==> src/sv/tms_pkg.sv <==
// ----------------------------------------------------------------------------
// tms_pkg
// shared types and constants of the frame-timed micro-sequencer
// ----------------------------------------------------------------------------
package tms_pkg;

  // widths of the transaction fields
  localparam int IDX_W  = 6;
  localparam int WORD_W = 16;
  localparam int TAG_W  = 32;
  localparam int POS_W  = 13;

  // input modes
  localparam logic [1:0] MODE_WRITE  = 2'd0;
  localparam logic [1:0] MODE_COMMIT = 2'd1;
  localparam logic [1:0] MODE_TICK   = 2'd2;

  // classified commands passed from front to back
  localparam logic [1:0] CMD_WRITE  = 2'd0;
  localparam logic [1:0] CMD_COMMIT = 2'd1;
  localparam logic [1:0] CMD_TICK   = 2'd2;
  localparam logic [1:0] CMD_NONE   = 2'd3;

  // instruction opcodes, word bits 15:13
  localparam logic [2:0] OP_AT      = 3'd1;
  localparam logic [2:0] OP_OFFSET  = 3'd2;
  localparam logic [2:0] OP_SYNCHRO = 3'd3;
  localparam logic [2:0] OP_MOVE    = 3'd4;
  localparam logic [2:0] OP_WAIT    = 3'd5;

  // result kinds
  localparam logic [1:0] KIND_MOVE    = 2'd0;
  localparam logic [1:0] KIND_SYNCHRO = 2'd1;
  localparam logic [1:0] KIND_OFFSET  = 2'd2;
  localparam logic [1:0] KIND_STATUS  = 2'd3;

  localparam int         FRAME_QBITS  = 5000;
  localparam int         MAX_RESULTS  = 64;
  localparam logic [4:0] DSP_IRQ_ADDR = 5'h10;
  localparam int         QUEUE_DEPTH  = 2;

  typedef struct packed {
    logic [1:0]        cmd;
    logic              idx_ok;
    logic [IDX_W-1:0]  windex;
    logic [WORD_W-1:0] word;
    logic [TAG_W-1:0]  tag;
  } cmd_t;

endpackage

==> src/sv/tms_ram.sv <==
// ----------------------------------------------------------------------------
// tms_ram
// generic single-port-write, single-port-read ram with registered read
// ----------------------------------------------------------------------------
module tms_ram #(
  parameter int WIDTH = 16,
  parameter int DEPTH = 64
) (
  input  logic                     clk,
  input  logic                     we,
  input  logic [$clog2(DEPTH)-1:0] waddr,
  input  logic [WIDTH-1:0]         wdata,
  input  logic                     re,
  input  logic [$clog2(DEPTH)-1:0] raddr,
  output logic [WIDTH-1:0]         rdata
);

  logic [WIDTH-1:0] mem [DEPTH];

  always_ff @(posedge clk) begin
    if (we) begin
      mem[waddr] <= wdata;
    end
    if (re) begin
      rdata <= mem[raddr];
    end
  end

endmodule

==> src/sv/tms_front.sv <==
// ----------------------------------------------------------------------------
// tms_front
// accepts input transactions, classifies them and registers the command
// ----------------------------------------------------------------------------
module tms_front #(
  parameter int RAM_WORDS = 64
) (
  input  logic                        clk,
  input  logic                        rst,
  input  logic                        in_valid,
  output logic                        in_stall,
  input  logic [1:0]                  mode,
  input  logic [tms_pkg::IDX_W-1:0]   word_index,
  input  logic [tms_pkg::WORD_W-1:0]  program_word,
  input  logic [tms_pkg::TAG_W-1:0]   frame_number,
  output logic                        q_valid,
  output tms_pkg::cmd_t               q_item,
  input  logic                        q_stall
);
  import tms_pkg::*;

  cmd_t cls;
  logic item_valid;

  always_comb begin
    case (mode)
      MODE_WRITE:  cls.cmd = CMD_WRITE;
      MODE_COMMIT: cls.cmd = CMD_COMMIT;
      MODE_TICK:   cls.cmd = CMD_TICK;
      default:     cls.cmd = CMD_NONE;
    endcase
    // writes past the end of program memory are dropped
    cls.idx_ok = {1'b0, word_index} < (IDX_W + 1)'(RAM_WORDS);
    cls.windex = word_index;
    cls.word   = program_word;
    cls.tag    = frame_number;
  end

  assign in_stall = item_valid & q_stall;
  assign q_valid  = item_valid;

  always_ff @(posedge clk) begin
    if (rst) begin
      item_valid <= 1'b0;
    end else if (!in_stall) begin
      item_valid <= in_valid;
    end
  end

  always_ff @(posedge clk) begin
    if (in_valid && !in_stall) begin
      q_item <= cls;
    end
  end

endmodule

==> src/sv/tms_queue.sv <==
// ----------------------------------------------------------------------------
// tms_queue
// short command queue between front and back
// ----------------------------------------------------------------------------
module tms_queue (
  input  logic          clk,
  input  logic          rst,
  input  logic          push_valid,
  output logic          push_stall,
  input  tms_pkg::cmd_t push_item,
  output logic          pop_valid,
  output tms_pkg::cmd_t pop_item,
  input  logic          pop
);
  import tms_pkg::*;

  localparam int QP = $clog2(QUEUE_DEPTH);
  localparam int QC = $clog2(QUEUE_DEPTH + 1);

  cmd_t          entries [QUEUE_DEPTH];
  logic [QP-1:0] wr_ptr;
  logic [QP-1:0] rd_ptr;
  logic [QC-1:0] count;
  logic          do_push;
  logic          do_pop;

  assign push_stall = (count == QC'(QUEUE_DEPTH));
  assign pop_valid  = (count != '0);
  assign pop_item   = entries[rd_ptr];
  assign do_push    = push_valid & ~push_stall;
  assign do_pop     = pop & pop_valid;

  always_ff @(posedge clk) begin
    if (rst) begin
      wr_ptr <= '0;
      rd_ptr <= '0;
      count  <= '0;
    end else begin
      if (do_push) begin
        wr_ptr <= wr_ptr + QP'(1);
      end
      if (do_pop) begin
        rd_ptr <= rd_ptr + QP'(1);
      end
      if (do_push && !do_pop) begin
        count <= count + QC'(1);
      end else if (do_pop && !do_push) begin
        count <= count - QC'(1);
      end
    end
  end

  always_ff @(posedge clk) begin
    if (do_push) begin
      entries[wr_ptr] <= push_item;
    end
  end

endmodule

==> src/sv/tms_back.sv <==
// ----------------------------------------------------------------------------
// tms_back
// sequencer: program store, snapshot copy, instruction walk, result register
// ----------------------------------------------------------------------------
module tms_back #(
  parameter int RAM_WORDS = 64
) (
  input  logic                       clk,
  input  logic                       rst,
  input  logic                       cmd_valid,
  input  tms_pkg::cmd_t              cmd,
  output logic                       cmd_pop,
  output logic                       out_valid,
  input  logic                       out_stall,
  output logic [1:0]                 kind,
  output logic [4:0]                 move_addr,
  output logic [7:0]                 move_data,
  output logic [12:0]                load_value,
  output logic                       dsp_irq,
  output logic [tms_pkg::TAG_W-1:0]  frame_tag,
  output logic [tms_pkg::POS_W-1:0]  qbit_pos,
  output logic [1:0]                 frames_left,
  output logic                       running,
  output logic                       last
);
  import tms_pkg::*;

  localparam int AW = $clog2(RAM_WORDS);
  localparam int PW = $clog2(RAM_WORDS + 1);
  localparam int CW = $clog2(MAX_RESULTS + 1);
  localparam logic [PW-1:0] RP_END   = PW'(RAM_WORDS);
  localparam logic [CW-1:0] CNT_HOLD = CW'(MAX_RESULTS - 1);
  localparam logic [CW-1:0] CNT_FULL = CW'(MAX_RESULTS);
  localparam logic [POS_W:0] Q1 = (POS_W + 1)'(FRAME_QBITS);
  localparam logic [POS_W:0] Q2 = (POS_W + 1)'(2 * FRAME_QBITS);
  localparam logic [POS_W:0] Q3 = (POS_W + 1)'(3 * FRAME_QBITS);

  localparam logic [2:0] ST_IDLE  = 3'd0;
  localparam logic [2:0] ST_COPY  = 3'd1;
  localparam logic [2:0] ST_WALK  = 3'd2;
  localparam logic [2:0] ST_FETCH = 3'd3;
  localparam logic [2:0] ST_PEEK  = 3'd4;
  localparam logic [2:0] ST_FINAL = 3'd5;

  logic [2:0]       state;
  logic [PW-1:0]    rp;
  logic [POS_W-1:0] pos;
  logic [1:0]       pending;
  logic             active;
  logic [CW-1:0]    res_cnt;
  logic [TAG_W-1:0] tag;
  logic [RAM_WORDS-1:0] prog_valid;
  logic [PW-1:0]    copy_cnt;
  logic             copy_wr;
  logic [AW-1:0]    copy_wr_addr;

  // result held back when the list fills
  logic [1:0]  held_kind;
  logic [4:0]  held_addr;
  logic [7:0]  held_data;
  logic [12:0] held_load;
  logic        held_irq;

  // memory ports
  logic              prog_we;
  logic              prog_re;
  logic [WORD_W-1:0] prog_rd;
  logic              exec_we;
  logic [WORD_W-1:0] exec_wdata;
  logic              exec_re;
  logic [AW-1:0]     exec_raddr;
  logic [WORD_W-1:0] exec_rd;

  // decode
  logic [WORD_W-1:0] w;
  logic [2:0]        op;
  logic [12:0]       arg;
  logic [PW-1:0]     rp_inc;
  logic [POS_W:0]    sum;
  logic [POS_W:0]    fold_diff;
  logic [1:0]        fold_q;
  logic              is_action;
  logic [1:0]        act_kind;
  logic [4:0]        act_addr;
  logic [7:0]        act_data;
  logic [12:0]       act_load;
  logic              act_irq;
  logic              act_go;
  logic              act_emit;
  logic              act_hold;
  logic              fin_emit;
  logic              out_free;
  logic              walk_rd;
  logic              peek_rd;

  tms_ram #(.WIDTH(WORD_W), .DEPTH(RAM_WORDS)) u_prog_ram (
    .clk   (clk),
    .we    (prog_we),
    .waddr (cmd.windex[AW-1:0]),
    .wdata (cmd.word),
    .re    (prog_re),
    .raddr (copy_cnt[AW-1:0]),
    .rdata (prog_rd)
  );

  tms_ram #(.WIDTH(WORD_W), .DEPTH(RAM_WORDS)) u_exec_ram (
    .clk   (clk),
    .we    (exec_we),
    .waddr (copy_wr_addr),
    .wdata (exec_wdata),
    .re    (exec_re),
    .raddr (exec_raddr),
    .rdata (exec_rd)
  );

  always_comb begin
    w      = exec_rd;
    op     = w[15:13];
    arg    = w[12:0];
    rp_inc = rp + PW'(1);
    sum    = {1'b0, pos} + {1'b0, arg};
    if (sum >= Q3) begin
      fold_q    = 2'd3;
      fold_diff = sum - Q3;
    end else if (sum >= Q2) begin
      fold_q    = 2'd2;
      fold_diff = sum - Q2;
    end else begin
      fold_q    = 2'd1;
      fold_diff = sum - Q1;
    end

    is_action = (op == OP_SYNCHRO) || (op == OP_OFFSET) || (op == OP_MOVE);
    case (op)
      OP_SYNCHRO: act_kind = KIND_SYNCHRO;
      OP_OFFSET:  act_kind = KIND_OFFSET;
      default:    act_kind = KIND_MOVE;
    endcase
    act_addr = (op == OP_MOVE) ? w[4:0] : 5'd0;
    act_data = (op == OP_MOVE) ? w[12:5] : 8'd0;
    act_load = (op == OP_MOVE) ? 13'd0 : arg;
    act_irq  = (op == OP_MOVE) && (w[4:0] == DSP_IRQ_ADDR) && w[5];

    out_free = ~out_valid | ~out_stall;
    act_go   = (state == ST_FETCH) && (w != '0) && is_action &&
               ((res_cnt >= CNT_HOLD) || out_free);
    act_emit = act_go && (res_cnt < CNT_HOLD);
    act_hold = act_go && (res_cnt == CNT_HOLD);
    fin_emit = (state == ST_FINAL) && out_free;

    cmd_pop  = (state == ST_IDLE) && cmd_valid;
    prog_we  = cmd_pop && (cmd.cmd == CMD_WRITE) && cmd.idx_ok;
    prog_re  = (state == ST_COPY) && (copy_cnt < RP_END);

    exec_we    = (state == ST_COPY) && copy_wr;
    // words never written since reset read as zero
    exec_wdata = prog_valid[copy_wr_addr] ? prog_rd : '0;
    walk_rd    = (state == ST_WALK) && active && (rp < RP_END);
    peek_rd    = (state == ST_FETCH) && (w == '0) && (rp != '0) && (rp_inc < RP_END);
    exec_re    = walk_rd | peek_rd;
    exec_raddr = peek_rd ? rp_inc[AW-1:0] : rp[AW-1:0];
  end

  always_ff @(posedge clk) begin
    if (rst) begin
      state      <= ST_IDLE;
      rp         <= '0;
      pos        <= '0;
      pending    <= '0;
      active     <= 1'b0;
      res_cnt    <= '0;
      prog_valid <= '0;
      copy_cnt   <= '0;
      copy_wr    <= 1'b0;
    end else begin
      if (prog_we) begin
        prog_valid[cmd.windex[AW-1:0]] <= 1'b1;
      end
      case (state)
        ST_IDLE: begin
          if (cmd_valid) begin
            res_cnt <= '0;
            case (cmd.cmd)
              CMD_COMMIT: begin
                rp       <= '0;
                pos      <= '0;
                pending  <= '0;
                active   <= 1'b1;
                copy_cnt <= '0;
                copy_wr  <= 1'b0;
                state    <= ST_COPY;
              end
              CMD_TICK: begin
                if (active && pending != '0) begin
                  pending <= pending - 2'd1;
                  state   <= (pending == 2'd1) ? ST_WALK : ST_FINAL;
                end else begin
                  state <= ST_FINAL;
                end
              end
              default: state <= ST_FINAL;
            endcase
          end
        end
        ST_COPY: begin
          copy_wr      <= prog_re;
          copy_wr_addr <= copy_cnt[AW-1:0];
          if (prog_re) begin
            copy_cnt <= copy_cnt + PW'(1);
          end else if (!copy_wr) begin
            state <= ST_WALK;
          end
        end
        ST_WALK: begin
          if (walk_rd) begin
            state <= ST_FETCH;
          end else begin
            active <= 1'b0;
            state  <= ST_FINAL;
          end
        end
        ST_FETCH: begin
          if (w == '0) begin
            if (rp == '0) begin
              rp    <= rp_inc;
              state <= ST_WALK;
            end else if (peek_rd) begin
              state <= ST_PEEK;
            end else begin
              // zero word at the end of memory stops the walk
              active <= 1'b0;
              state  <= ST_FINAL;
            end
          end else if (op == OP_AT) begin
            rp  <= rp_inc;
            pos <= arg;
            if (arg > pos) begin
              state <= ST_WALK;
            end else begin
              pending <= 2'd1;
              state   <= ST_FINAL;
            end
          end else if (op == OP_WAIT) begin
            rp <= rp_inc;
            if (sum >= Q1) begin
              pending <= fold_q;
              pos     <= fold_diff[POS_W-1:0];
              state   <= ST_FINAL;
            end else begin
              pos   <= sum[POS_W-1:0];
              state <= ST_WALK;
            end
          end else if (is_action) begin
            if (act_go) begin
              rp    <= rp_inc;
              state <= ST_WALK;
              if (res_cnt < CNT_FULL) begin
                res_cnt <= res_cnt + CW'(1);
              end
            end
          end else begin
            rp    <= rp_inc;
            state <= ST_WALK;
          end
        end
        ST_PEEK: begin
          if (w == '0) begin
            active <= 1'b0;
            state  <= ST_FINAL;
          end else begin
            rp    <= rp_inc;
            state <= ST_WALK;
          end
        end
        ST_FINAL: begin
          if (fin_emit) begin
            state <= ST_IDLE;
          end
        end
        default: state <= ST_IDLE;
      endcase
    end
  end

  always_ff @(posedge clk) begin
    if (cmd_pop) begin
      tag <= cmd.tag;
    end
    if (act_hold) begin
      held_kind <= act_kind;
      held_addr <= act_addr;
      held_data <= act_data;
      held_load <= act_load;
      held_irq  <= act_irq;
    end
  end

  // result register
  always_ff @(posedge clk) begin
    if (rst) begin
      out_valid <= 1'b0;
    end else if (act_emit || fin_emit) begin
      out_valid <= 1'b1;
    end else if (!out_stall) begin
      out_valid <= 1'b0;
    end
  end

  always_ff @(posedge clk) begin
    if (act_emit) begin
      kind       <= act_kind;
      move_addr  <= act_addr;
      move_data  <= act_data;
      load_value <= act_load;
      dsp_irq    <= act_irq;
      last       <= 1'b0;
    end else if (fin_emit) begin
      if (res_cnt == CNT_FULL) begin
        kind       <= held_kind;
        move_addr  <= held_addr;
        move_data  <= held_data;
        load_value <= held_load;
        dsp_irq    <= held_irq;
      end else begin
        kind       <= KIND_STATUS;
        move_addr  <= '0;
        move_data  <= '0;
        load_value <= '0;
        dsp_irq    <= 1'b0;
      end
      last <= 1'b1;
    end
    if (act_emit || fin_emit) begin
      frame_tag   <= tag;
      qbit_pos    <= pos;
      frames_left <= pending;
      running     <= active;
    end
  end

`ifndef SYNTHESIS
  a_cnt_bound: assert property (@(posedge clk) disable iff (rst)
    res_cnt <= CNT_FULL)
    else $error("result count past list size");

  a_ram_ports: assert property (@(posedge clk) disable iff (rst)
    !(prog_we && prog_re))
    else $error("program write during snapshot copy");

  a_stop_in_walk: assert property (@(posedge clk) disable iff (rst)
    (!$past(rst) && $fell(active)) |->
      ($past(state) == ST_WALK || $past(state) == ST_FETCH ||
       $past(state) == ST_PEEK))
    else $error("walk stopped outside the walk states");

  a_pause_active: assert property (@(posedge clk) disable iff (rst)
    (state == ST_IDLE && pending != 2'd0) |-> active)
    else $error("frames pending while stopped");
`endif

endmodule

==> src/sv/tdma_time_microsequencer.sv <==
// ----------------------------------------------------------------------------
// tdma_time_microsequencer
// frame-timed micro-sequencer: program store, commit snapshot and walk
// ----------------------------------------------------------------------------
// a write, a tick that resumes nothing, or an unused mode goes from idle
//   straight to the final state, which gives its status result
// a commit first copies program memory into the execution snapshot, then
//   walks the executed words (a zero word also looks at the next word
//   through the snapshot's single read port)
// one input is in the sequencer at a time; up to three more wait in front of
//   it, one in the front register and two in the queue
// reset clears the control state; program memory reads as zero through
//   per-word valid bits, so no clearing pass is needed
module tdma_time_microsequencer #(
  parameter int RAM_WORDS = 64
) (
  input  logic        clk,
  input  logic        rst,
  // input channel
  input  logic        in_valid,
  output logic        in_stall,
  input  logic [1:0]  mode,
  input  logic [5:0]  word_index,
  input  logic [15:0] program_word,
  input  logic [31:0] frame_number,
  // result channel
  output logic        out_valid,
  input  logic        out_stall,
  output logic [1:0]  kind,
  output logic [4:0]  move_addr,
  output logic [7:0]  move_data,
  output logic [12:0] load_value,
  output logic        dsp_irq,
  output logic [31:0] frame_tag,
  output logic [12:0] qbit_pos,
  output logic [1:0]  frames_left,
  output logic        running,
  output logic        last
);
  import tms_pkg::*;

  // classified command from the front stage
  logic front_valid;
  logic front_stall;
  cmd_t front_item;

  // head of the command queue
  logic q_valid;
  logic q_pop;
  cmd_t q_item;

  // front: takes one transaction per cycle while not stalled and decodes the mode
  tms_front #(.RAM_WORDS(RAM_WORDS)) u_front (
    .clk          (clk),
    .rst          (rst),
    .in_valid     (in_valid),
    .in_stall     (in_stall),
    .mode         (mode),
    .word_index   (word_index),
    .program_word (program_word),
    .frame_number (frame_number),
    .q_valid      (front_valid),
    .q_item       (front_item),
    .q_stall      (front_stall)
  );

  // queue: lets the front keep accepting while the walk runs
  tms_queue u_queue (
    .clk        (clk),
    .rst        (rst),
    .push_valid (front_valid),
    .push_stall (front_stall),
    .push_item  (front_item),
    .pop_valid  (q_valid),
    .pop_item   (q_item),
    .pop        (q_pop)
  );

  // back: program writes, snapshot copy, instruction walk and results
  tms_back #(.RAM_WORDS(RAM_WORDS)) u_back (
    .clk         (clk),
    .rst         (rst),
    .cmd_valid   (q_valid),
    .cmd         (q_item),
    .cmd_pop     (q_pop),
    .out_valid   (out_valid),
    .out_stall   (out_stall),
    .kind        (kind),
    .move_addr   (move_addr),
    .move_data   (move_data),
    .load_value  (load_value),
    .dsp_irq     (dsp_irq),
    .frame_tag   (frame_tag),
    .qbit_pos    (qbit_pos),
    .frames_left (frames_left),
    .running     (running),
    .last        (last)
  );

endmodule
==> config.mk <==
export PLATFORM = sky130hd
export DESIGN_NAME = tdma_time_microsequencer
export DESIGN_NICKNAME = d
export VERILOG_FILES = /design/src/sv/tms_pkg.sv /design/src/sv/tms_ram.sv /design/src/sv/tms_front.sv /design/src/sv/tms_queue.sv /design/src/sv/tms_back.sv /design/src/sv/tdma_time_microsequencer.sv
export SDC_FILE = /design/constraint.sdc
export NUM_CORES = 2
export LEC_CHECK = 0
export BUFFER_PORTS_ARGS = -buffer_cell sky130_fd_sc_hd__buf_2
export CAP_MARGIN = 10
export CORE_UTILIZATION = 45
export CTS_CLUSTER_SIZE = 8
export DETAILED_ROUTE_END_ITERATION = 10
export SYNTH_ARGS = -nofsm -noshare
export SYNTH_HDL_FRONTEND = slang
export SYNTH_SLANG_ARGS = --single-unit
==> constraint.sdc <==
create_clock -name clk -period 11.2 [get_ports clk]
set_clock_uncertainty 0.05 [all_clocks]
set_input_delay 0.56 -clock clk [delete_from_list [all_inputs] [get_ports clk]]
set_output_delay 0.56 -clock clk [all_outputs]
set_load 0.005 [all_outputs]
## Yosys cells after proc, flatten, opt, wreduce, memory -nomap -nowiden

Memories as Yosys holds them, arrays and structs flattened. A register that Yosys moved wholly into a read port is not among the register bits.
Cells that the tools add are included.

- Multiply operators: 0
- Div/mod/pow operators: 0
- Bitwise logic cells: 10
- Shift-type cells: 0
- Equal/unequal tests: 45
- Order comparisons: 13
- Reductions and logical operators: 54
- Add/subtract/negate cells: 12
- Mux-type cells: 108

Operators with widths:

| cell | count |
|---|---|
| two-way mux 13 bit | 12 |
| two-way mux 7 bit | 17 |
| bitwise OR 64 bit | 1 |
| two-way mux 3 bit | 16 |
| two-way mux 8 bit | 4 |
| >= comparator 14 bit (second input constant) | 2 |
| < comparator 7 bit (second input constant) | 4 |
| two-way mux 2 bit | 14 |
| case mux 7 bit (2 select lines) | 2 |
| case mux 13 bit (2 select lines) | 1 |
| subtractor 13 bit (second input constant) | 2 |
| two-way mux 1 bit | 25 |
| inequality test 2 bit (second input constant) | 12 |
| AND reduction 8 bit | 3 |
| logical AND 1 bit | 22 |
| adder 7 x 1 -> 7 bit (second input constant) | 3 |
| case mux 7 bit (3 select lines) | 1 |
| two-way mux 5 bit | 4 |
| inequality test 3 bit (second input constant) | 6 |
| case mux 3 bit (6 select lines) | 1 |
| zero test 16 bit | 1 |
| two-way mux 16 bit | 1 |
| nonzero test 16 bit | 1 |
| adder 13 x 13 -> 14 bit | 1 |
| other kinds (46) | 86 |

- Output and inout bits: 80
- Memory bits (read-only): 0
- Latch bits: 0
- Input bits: 60
- Register bits after elaboration: 312
- Word-level logic and storage cells: 280
- RAM bits: 2160
- Memories kept: 3

Memories:

| name | depth | bits a word | rd ports | clocked after Yosys merged registers in | write ports | line | source |
|---|---|---|---|---|---|---|---|
| u_back.u_exec_ram.mem | 64 | 16 | 1 | 1 | 1 | tms_ram.sv:18 | `logic [WIDTH-1:0] mem [DEPTH];` |
| u_back.u_prog_ram.mem | 64 | 16 | 1 | 1 | 1 | tms_ram.sv:18 |  |
| u_queue.entries | 2 | 56 | 1 | 1 | 1 | tms_queue.sv:20 | `cmd_t entries [QUEUE_DEPTH];` |

## Depth between registers and ports, before layout

- Depth in word-level cells: 11
- Gate-level depth with buffers: 17
- Mapped depth without buffers: 16

## Modules after synthesis

Synthesis repeated with hierarchy kept, for this count alone.

- Cell total of the unflattened synthesis: 5029
- Area total of the unflattened synthesis: 98389.4 um^2

By module, submodules not included:

| module | area an instance (um^2) | cells each | times used | seq. area each (um^2) |
|---|---|---|---|---|
| tms_ram (u_back.u_prog_ram) | 40202.3 | 1829 | 1 | 31230.0 |
| tms_ram (u_back.u_exec_ram) | 40138.5 | 1820 | 1 | 31230.0 |
| tms_back | 11965.2 | 1113 | 1 | 6466.2 |
| tms_queue | 4336.7 | 202 | 1 | 3523.4 |
| tms_front | 1746.7 | 65 | 1 | 1701.6 |

## Least setup slack after synthesis

Ideal clock, no wire load.

- Kind: reg-to-reg
- From: register u_back.state[1]
- To: memory u_back.u_prog_ram.mem[57][0] (enable)
- Stages on the path, launching flop included: 9
- Path slack: 6.904 ns
- Library setup time: 0.390 ns
- Period minus slack after synthesis: 4.296 ns
- Data arrival time: 3.856 ns
- Cell sequence: dfxtp_1 -> buf_2 -> nor2_1 -> o21ai_0 -> nor2_1 -> nand2_1 -> or3_1 -> clkbuf_1 -> nor2_1

- Cells in the longest elaborated chain, start to end: 6

RTL lines:

| item | line | source |
|---|---|---|
| from (decl) | tms_back.sv:45 | `logic [2:0] state;` |
| from (signal assigned) | tms_back.sv:196 | `state <= (pending == 2'd1) ? ST_WALK : ST_FINAL;` |
| zero test 3 bit | tms_back.sv:151 | `cmd_pop = (state == ST_IDLE) && cmd_valid;` |
| logical AND 1 bit | tms_back.sv:151 |  |
| named net q_pop | tdma_time_microsequencer.sv:49 | `logic q_pop;` |
| logical AND 1 bit (2 in series) | tms_back.sv:152 | `prog_we = cmd_pop && (cmd.cmd == CMD_WRITE) && cmd.idx_ok;` |
| two-way mux 1 bit | tms_ram.sv:21 | `if (we) begin` |
| two-way mux 1 bit (not written as such) | tms_ram.sv:22 | `mem[waddr] <= wdata;` |
| to (decl) | tms_ram.sv:18 |  |

The timed path passes the listed nets, and every way through them passes these cells.

## Final worst setup path

- From: register u_back.u_exec_ram.rdata[1] (read register of u_back.u_exec_ram.mem)
- To: register u_back.u_exec_ram.rdata[4] (read register of u_back.u_exec_ram.mem), data pin

- Cells in the longest elaborated chain, start to end: 5
- Elaborated cells on any way between the ends: 6

RTL lines:

| item | line | source |
|---|---|---|
| from (decl) | tms_ram.sv:15 | `output logic [WIDTH-1:0] rdata` |
| zero test 16 bit (*) | tms_back.sv:159 | `peek_rd = (state == ST_FETCH) && (w == '0) && (rp != '0) && (rp_inc < RP_END);` |
| logical AND 1 bit (*) (3 in series) | tms_back.sv:159 |  |
| two-way mux 6 bit / bitwise OR 1 bit (equally long branches) | tms_back.sv:161, tms_back.sv:160 |  |

Every way passes the cells marked *; elsewhere a longest branch is shown, timed or not.
A chain may end at the register's enable or synchronous reset.

==> flow_summary.yaml <==
run_status:
  status: "finished, final reports clean"
logic_synthesis:
  yosysMostFrequentCell: "edfxtp_1"
  synth_edf_count: 2392
  synthesis.area_um2: 97400
  synth_top_flop_cell: "edfxtp_1"
  synthTopCellsByArea: "edfxtp_1, mux4_2, nand2_1"
  synth_area_leader_cell: "edfxtp_1"
  synth_nets: 5650
  synth_common_cells: "edfxtp_1, nand2_1, mux4_2, nor2_1, mux2i_1"
  synth.top_cell.area_share_pct: 73.8
  yosysWarnings: 0
  syn_avg_cell_area_um2: 17.6
  ys_seq_area_share_pct: 76.1
  ys_ff_latch: 2505
  netlist_instances: 5546
  synth_cell_type_count: 91
  async_reset_ff_share_pct: 0
clock_network:
  cts_made_buffers: 363
  postCtsSetupBuffers: 0
  clk_pin_slew_ns: 0.05
  cts_resized: 0
  ctsHoldBuffers: 58
  htree_levels: 5
  cts.sinks: 2505
  cts-root-buf: "clkbuf_16"
  cts_tree: "done"
  clockBufferDepth: 4
  clk_latency_ns: 0.98
cells_and_area:
  syn2layout_area_growth_pct: 15.7
  final_area_um2: 113000
  nets: 6102
  finish.utilization_pct: 52.4
  drive_gt1_share_pct: 19.9
timing:
  max_clock_freq_mhz: 160
  setup_viol: 0
  fin_tns_setup_ns: 0
  rsz0062_at_grt: "false"
  hold_viol: 0
  fin_crit_sh_pct: 55.9
  slew_viol_final: 0
  slew_headroom_pct: 17.4
  tightestPinTransition_ns: 1.23
  period_minus_slack_ns: 6.26
placement:
  hpwl_mm: 138
  io_buffer_count: 139
  place.gp.congestion: 0.825
  placed_area_um2: 102000
floorplanning:
  rows: 170
  initial_core_util_pct: 45.3
  core_um2: 215000
  die_height_um: 467
  die_x_um: 467
  ioPinCount: 140
  die-area_um2: 218000
setup_path:
  cp_num_buf_inv: 1
  cp_cell_sequence: "nor4_1, nand4_1, nand2b_1, or2_0, o31ai_1, o2bb2ai_4, buf_12, nand3_1, and3_1, a31oi_1, nand4_1"
  cpLargestDelayFamily: "simple AND/OR/NAND/NOR gates"
  critPathMaxStageDelay_ns: 0.82
  cp_common_cell: "nand4_1"
  end_kind: "register"
  cpMaxStageDelayCell: "a31oi_1"
  path_class: "register to register"
  crit_fanout: 115
  required_ns: 11.71
  cp.arrival_ns: 6.77
  startpoint_type: "register"
global_route:
  grt_pass1_wl_mm: 360
  overflow: 0
  grt_pass1_vias: 52200
  grt_usage_pct: 22.6
  grt_max_degree: 163
  antenna_found_initial: 7
routing:
  firstDrtPassIters: 7
  routed_via_density: 5.89
  drc_errors: 0
  wl_mm: 248
  wl_per_cell_um: 27.8
  dr_total_vias: 52600
  drt-initial-drc-count: 5924
  drtAntennaViolNets: 0
pwr:
  leakagePower_nw: 37.6
  peakVddDrop_v: 0.000195
  powerDensity_nw_per_um2: 211
worst_hold_path:
  hold_class: "input port to register"
job:
  cap_violations: 0
-- logic make-up (layout without fill, tap and decap cells) --
family / Yosys count / count (layout) / share of synthesized area [%]
flip-flops: 2505 / 2505 / 76.1
other: 0 / 10 / 0
AO/OA/AOI/OAI: 581 / 581 / 4.48
XOR/XNOR: 29 / 29 / 0.261
buffers and inverters: 363 / 910 / 1.49
AND/OR/NAND/NOR: 1405 / 1405 / 6.31
multiplexers: 619 / 619 / 10.8
adder cells (fa/ha/maj): 44 / 44 / 0.573
-- state kept, by name (all words and copies together) (netlist names), 5 cells and up, named ones only --
register and flops:
u_back.u_exec_ram.mem 1024, u_back.u_prog_ram.mem 1024, u_queue.entries 112, u_back.prog_valid 64
u_front.q_item 56, u_back.frame_tag 32, u_back.tag 32, u_back.u_exec_ram.rdata 16
u_back.u_prog_ram.rdata 16, u_back.held_load 13, u_back.load_value 13, u_back.pos 13
u_back.qbit_pos 13, u_back.held_data 8, u_back.move_data 8, u_back.copy_cnt 7
u_back.res_cnt 7, u_back.rp 7, u_back.copy_wr_addr 6, u_back.held_addr 5
u_back.move_addr 5
-- cell type report --
type                    instances  area (um^2)
diodes                         10         25.0
well taps                    2838         3550
inverters                      53          199
repair buffers                397         2960
fillers                     17000       102000
clock buffers                 449         9490
clock inverters                11          126
flip-flops and latches       2505        74100
multi-input cells            2678        22100
-- worst reg2reg max path: cells and delay by family (launching register included) --
kind            cells  cell delay, ns
buf+inv             1            0.57
compound gates      3            1.84
simple gates        7            2.91
flops               1            0.52
-- metrics by stage --
| stage | std cells | setup slack (ns) | total power [mW] | hold WS, ns |
|---|---|---|---|---|
| floorplan | 5546 | 6.90 | 13.3 | 0.350 |
| global route | 8934 | 4.70 | 24.6 | 0.111 |
| finish | 8941 | 4.94 | 23.8 | 0.123 |
| detailed placement | 8410 | 4.99 | 14.4 | 0.355 |
| CTS | 8928 | 4.99 | 23.9 | 0.0525 |
| global placement | 8409 | 5.25 | 14.4 | 0.353 |
-- cells in the final DEF (no fill, tap or decap), types with 113 or more instances in the layout --
| cell type | instances |
|---|---|
| a32oi_1 | 113 |
| clkbuf_16 | 367 |
| buf_2 | 138 |
| nand3_1 | 132 |
| edfxtp_1 | 2392 |
| buf_4 | 188 |
| nand2_1 | 680 |
| mux4_2 | 338 |
| a31oi_1 | 152 |
| mux2i_1 | 227 |
| nor2_1 | 304 |
-- path summary, 6_finish.rpt --
check | start | end | slack, ns | depth (start not counted)
worst max register to register | u_back.u_exec_ram.rdata[1] | u_back.u_exec_ram.rdata[4] | 4.94 | 11
worst min-delay path | rst | u_front.q_valid | 0.12 | 2
worst max-delay path | u_back.u_exec_ram.rdata[1] | u_back.u_exec_ram.rdata[4] | 4.94 | 11
worst min register to register | u_front.q_item[41] | u_queue.entries[0][41] | 0.36 | 0
-- layer usage --
| layer | GRT usage [%] | up-vias | share of wire (%) |
|---|---|---|---|
| li1 | - | 22700 | - |
| met1 | 31.1 | 27300 | 42 |
| met2 | 36.5 | 2150 | 48 |
| met3 | 4.50 | 464 | 7.5 |
| met4 | 6.82 | 0 | 2.9 |
| met5 | 0 | - | 0 |
-- power breakdown --
group	internal, mW	total, mW	switching [mW]
sequential	10.9	11.0	0.135
clock	5.82	9.50	3.69
combinational	1.10	3.23	2.13
total	17.8	23.8	5.95
Power figures use the tool's default switching activity.
